<file path="config.mk">
export PLATFORM = sky130hd
export DESIGN_NAME = trv_div
export DESIGN_NICKNAME = d
export VERILOG_FILES = /design/src/trv_pkg.sv /design/src/trv_div.sv
export SDC_FILE = /design/constraint.sdc
export NUM_CORES = 1
export LEC_CHECK = 0
export CAP_MARGIN = 20
export CORE_MARGIN = 2
export CORE_UTILIZATION = 39
export CTS_BUF_LIST = sky130_fd_sc_hd__clkbuf_4 sky130_fd_sc_hd__clkbuf_8
export CTS_CLUSTER_DIAMETER = 50
export DETAILED_ROUTE_END_ITERATION = 10
export DONT_BUFFER_PORTS = 1
export RECOVER_POWER = 100
export SETUP_SLACK_MARGIN = 0.1
export SKIP_CTS_REPAIR_TIMING = 1
export SYNTH_ARGS = -nofsm -noshare
export SYNTH_HDL_FRONTEND = slang
export SYNTH_SLANG_ARGS = --single-unit
</file>
<file path="constraint.sdc">
create_clock -name clk -period 4 [get_ports clk]
set_input_delay 0.2 -clock clk [delete_from_list [all_inputs] [get_ports clk]]
set_output_delay 0.2 -clock clk [all_outputs]
set_load 0.03 [all_outputs]
</file>
<file path="src/trv_pkg.sv">
// ----------------------------------------------------------------------------
// trv_pkg
// Shared types, constants and helpers of the trail ribbon vertex generator.
// ----------------------------------------------------------------------------
package trv_pkg;

	localparam int unsigned MAX_POINTS_DEF = 32;
	localparam int unsigned FRAC_BITS      = 16;
	localparam int unsigned OFS_SHIFT      = 6;   // Q10.22 -> Q16.16
	localparam int unsigned OFS_W          = 27;
	localparam int unsigned CFG_IDX_W      = 1;
	localparam int unsigned CFG_DATA_W     = 31;

	localparam logic [FRAC_BITS:0]  Q_ONE         = {1'b1, {FRAC_BITS{1'b0}}};
	localparam logic [30:0]         LIFE_SPAN_RST = 31'd1000000;
	localparam logic                FADE_EN_RST   = 1'b1;

	typedef enum logic [1:0] {
		OP_ADD     = 2'd0,
		OP_ADVANCE = 2'd1,
		OP_BUILD   = 2'd2,
		OP_CLEAR   = 2'd3
	} opcode_t;

	typedef enum logic [CFG_IDX_W-1:0] {
		CFG_LIFE_SPAN = 1'b0,
		CFG_FADE_EN   = 1'b1
	} cfg_reg_t;

	typedef struct packed {
		opcode_t            opcode;
		logic signed [31:0] pos_x;
		logic signed [31:0] pos_y;
		logic signed [31:0] pos_z;
		logic signed [15:0] up_x;
		logic signed [15:0] up_y;
		logic signed [15:0] up_z;
		logic [15:0]        half_width;
		logic [63:0]        rgba_in;
		logic [15:0]        time_step;
	} trv_in_t;

	typedef struct packed {
		logic signed [31:0] vert_x;
		logic signed [31:0] vert_y;
		logic signed [31:0] vert_z;
		logic               tex_u;
		logic [16:0]        tex_v;
		logic [63:0]        rgba_out;
		logic               last_vertex;
	} trv_out_t;

	// one stored trail point, 256 bits
	typedef struct packed {
		logic signed [31:0] px;
		logic signed [31:0] py;
		logic signed [31:0] pz;
		logic signed [15:0] ux;
		logic signed [15:0] uy;
		logic signed [15:0] uz;
		logic [15:0]        hw;
		logic [63:0]        rgba;
		logic [31:0]        stamp;
	} point_t;

	typedef struct packed {
		logic        start;
		logic [31:0] num;
		logic [31:0] den;
	} div_req_t;

	typedef struct packed {
		logic             busy;
		logic             done;
		logic [FRAC_BITS:0] quo;
	} div_rsp_t;

	// position plus or minus offset, clamped to 32 bits
	function automatic logic signed [31:0] sat_sum(logic signed [31:0] p,
		logic signed [OFS_W-1:0] o, logic sub);
		logic [32:0] pe;
		logic [32:0] oe;
		logic [32:0] s;
		pe = {p[31], p};
		oe = {{(33 - OFS_W){o[OFS_W-1]}}, o};
		s  = sub ? (pe - oe) : (pe + oe);
		if (s[32] != s[31]) begin
			return s[32] ? 32'sh8000_0000 : 32'sh7FFF_FFFF;
		end
		return s[31:0];
	endfunction

endpackage

</file>
<file path="src/trv_div.sv">
// ----------------------------------------------------------------------------
// trv_div
// Fraction divider: floor(num * 2^16 / den), one quotient bit per cycle.
// num >= den returns one (Q1.16 code 65536), with done raised in the next cycle.
// ----------------------------------------------------------------------------
module trv_div (
	input  logic              clk,
	input  logic              arst_n,
	input  trv_pkg::div_req_t req,
	output trv_pkg::div_rsp_t rsp
);
	import trv_pkg::*;

	localparam int unsigned CNT_W = $clog2(FRAC_BITS + 1);

	logic [31:0]        rem_q;
	logic [FRAC_BITS:0] quo_q;
	logic [CNT_W-1:0]   cnt_q;
	logic               busy_q;
	logic               done_q;
	logic [32:0]        rem_sh;
	logic               take;

	assign rem_sh = {rem_q, 1'b0};
	assign take   = (rem_sh >= {1'b0, req.den});

	always_ff @(posedge clk or negedge arst_n) begin
		if (!arst_n) begin
			busy_q <= 1'b0;
			done_q <= 1'b0;
			cnt_q  <= '0;
		end else begin
			done_q <= 1'b0;
			if (req.start) begin
				if (req.num >= req.den) begin
					done_q <= 1'b1;
				end else begin
					busy_q <= 1'b1;
					cnt_q  <= CNT_W'(FRAC_BITS);
				end
			end else if (busy_q) begin
				cnt_q <= cnt_q - CNT_W'(1);
				if (cnt_q == CNT_W'(1)) begin
					busy_q <= 1'b0;
					done_q <= 1'b1;
				end
			end
		end
	end

	// den is held by the sequencer for the whole division
	always_ff @(posedge clk) begin
		if (req.start) begin
			rem_q <= req.num;
			quo_q <= (req.num >= req.den) ? Q_ONE : '0;
		end else if (busy_q) begin
			rem_q <= take ? 32'(rem_sh - {1'b0, req.den}) : rem_sh[31:0];
			quo_q <= {quo_q[FRAC_BITS-1:0], take};
		end
	end

	assign rsp.busy = busy_q;
	assign rsp.done = done_q;
	assign rsp.quo  = quo_q;

endmodule

</file>
==> impl_metrics.env <==
export IMPL_dr_total_vias=4078
export IMPL_ys_types=57
export IMPL_maxCapViolCount=1
export IMPL_power_w=0.00427
export IMPL_dpl_cell_count=733
export IMPL_holdPathStages=2
export IMPL_synth_avg_cell_area_um2=8.94
export IMPL_rsz0062_at_grt="no"
export IMPL_slew_violations=37
export IMPL_numCtsBuffers=5
export IMPL_first_pass_iters=6
export IMPL_synthAdderAreaFrac_pct=16.3
export IMPL_fin_skew_ps=9.63
export IMPL_synth_area_um2=5180
export IMPL_hp_class="in2reg"
export IMPL_die_height_um=119
export IMPL_synth_compound_area_share_pct=20.9
export IMPL_final_common_cell="a21oi_1"
export IMPL_critPathMaxFanout=20
export IMPL_synth_fp_nets=713
export IMPL_power_leakage_nw=2.37
export IMPL_synth_mux_area_share_pct=4.86
export IMPL_antenna_cells=0
export IMPL_grt_start_max_net_pins=50
export IMPL_drive_gt1_share_pct=2.99
export IMPL_drcViolationCount=0
export IMPL_ios=86
export IMPL_synth_top_family_by_area="compound AO/OA/AOI/OAI gates"
export IMPL_netlist_instances=579
export IMPL_antenna_left=0
export IMPL_reg2reg_depth=11
export IMPL_yosys_area_top_type_share_pct=28.4
export IMPL_nFillCells=1335
export IMPL_die_area_um2=14200
export IMPL_dieWidth_um=119
export IMPL_core_um2=13100
export IMPL_grt_pass1_wl_um=20400
export IMPL_synth_seq_cells=56
export IMPL_period_needed_ps=3540
export IMPL_num_rows=42
export IMPL_required_ps=4030
export IMPL_status="finished, violations left"
export IMPL_layout_cells_non_filler=744
export IMPL_clk_pin_slew_ps=100
export IMPL_viasPerCell=5.48
export IMPL_violations="capacitance limit, slew limit"
export IMPL_yosysTopAreaCell="edfxtp_1"
export IMPL_synthArstFlopShare_pct=12.5
export IMPL_ys_warn_count=0
export IMPL_cp_arrival_ps=3580
export IMPL_final_cell_mix="a21oi_1, ha_1, edfxtp_1"
export IMPL_tightest_slew_ps=2120
export IMPL_startpoint_type="register"
export IMPL_hold_violations=0
export IMPL_yosysSeqAreaShare_pct=31.8
export IMPL_crit_type="reg2reg"
export IMPL_initial_core_util_pct=39.6
export IMPL_dp_hpwl_um=9660
export IMPL_fin_setup_tns_ps=0
export IMPL_nets=701
export IMPL_power_density_nw_per_um2=791
export IMPL_setup_viol=0
export IMPL_portBuffers=0
export IMPL_grt_overflow=0
export IMPL_synth_edf_count=49
export IMPL_synthXorXnorAreaFrac_pct=5.07
export IMPL_antenna_found_initial=0
export IMPL_insertion_delay_ps=320
export IMPL_cts_sinks=56
export IMPL_ir_drop_mv=0.211
export IMPL_drt_iter0_markers=231
export IMPL_fin_util_pct=41.3
export IMPL_synthTopCellsByArea="edfxtp_1, ha_1, a21oi_1"
export IMPL_cp_end_kind="register"
export IMPL_synthFlopType="edfxtp_1"
export IMPL_syn_to_final_growth_pct=4.30
export IMPL_slew_headroom_pct=-41.6
export IMPL_cts_buffer_depth=2
export IMPL_cts_root_buf="clkbuf_8"
export IMPL_cts_tree="built"
export IMPL_htreeDepth=2
export IMPL_grt_pass1_vias=4145
export IMPL_routedWlPerCell_um=16.5
export IMPL_yosys_area_share_simple_pct=15.2
export IMPL_drt_wl_total_um=12300
export IMPL_period_share_pct=88.6
export IMPL_fmax_mhz=282
export IMPL_gp_congestion=0.871
export IMPL_grt_usage_pct=17.7
## area by class of cell
class / instances / area [µm²] / share of cell area (%)
inverter: 45 / 169 / 3.13
tap: 176 / 220 / 4.08
sequential: 56 / 1650 / 30.5
clock inverter: 2 / 38.8 / 0.718
clock buffer: 6 / 76.3 / 1.41
multi-input combinational: 452 / 3210 / 59.3
timing repair buffer: 7 / 45.0 / 0.834
## layer usage
| layer | part of all wire, % | up-vias | global-route usage [%] |
|---|---|---|---|
| li1 | - | 2078 | - |
| met1 | 47 | 1892 | 23.6 |
| met2 | 46 | 90 | 29.1 |
| met3 | 4.4 | 18 | 3.40 |
| met4 | 2.0 | 0 | 5.13 |
| met5 | 0 | - | 0 |
## through the flow
stage               setup WS [ps]  area, µm²  hold slack [ps]
floorplan                    1280       5180            -95.6
global placement              658       5300            -95.4
detailed placement            576       5300            -95.4
CTS                           564       5410             -453
global route                  177       5400             25.4
finish                        457       5400             29.6
## worst paths after layout
path,start,to,slack [ps]
max,rem_q[19],rem_q[18],460
min,req[64],cnt_q[2],30
max reg2reg,rem_q[19],rem_q[18],460
min reg2reg,cnt_q[4],cnt_q[4],560
max in group asynchronous,arst_n,cnt_q[3],3560
min in group asynchronous,arst_n,cnt_q[0],200
## registers in the layout, indices dropped and copies added (netlist names)
| register | cells |
|---|---|
| done_q | 1 |
| busy_q | 1 |
| cnt_q | 5 |
| quo_q | 17 |
| rem_q | 32 |
## cells in the mapped netlist (all sizes together) (2+ instances only)
cell type,instances
o21a,4
a211oi,3
mux2i,24
nor3,12
xor2,8
a21boi,2
and3,5
nand2,39
edfxtp,49
a2111oi,2
o31ai,4
nor4b,2
dfrtp,7
a31oi,5
o21ai,27
nand4,10
nand2b,9
o2111ai,2
a2bb2oi,2
o21bai,2
nor2,46
inv,45
a21o,23
nand3,7
nor2b,22
buf,8
clkbuf,18
nor3b,2
a221o,6
ha,66
a21oi,74
nor4,2
xnor2,22
o211ai,3
o22ai,3
o31a,2
## where the power goes
part,internal (W),switching (W),total (W),leakage [nW]
logic,0.00110,0.00144,0.00254,1.69
registers,0.00101,0.000325,0.00134,0.614
clock network,0.000197,0.000203,0.000400,0.0592
## logic make-up after synthesis
family | after synthesis
buf+inv | 71
fa+ha+maj | 67
flops | 56
mux | 25
xor+xnor | 30
simple gates | 160
compound gates | 170
## critical path, cell delays in order (launching register included)
cell	delay, ps
edfxtp_1	400
ha_1	360
a21o_1	210
a21o_1	190
a211o_1	310
a31oi_1	200
o21ai_0	120
nor2_1	100
a21o_1	660
clkbuf_2	390
mux2i_1	220
a21oi_1	90
(Power assumes the default switching activity.)
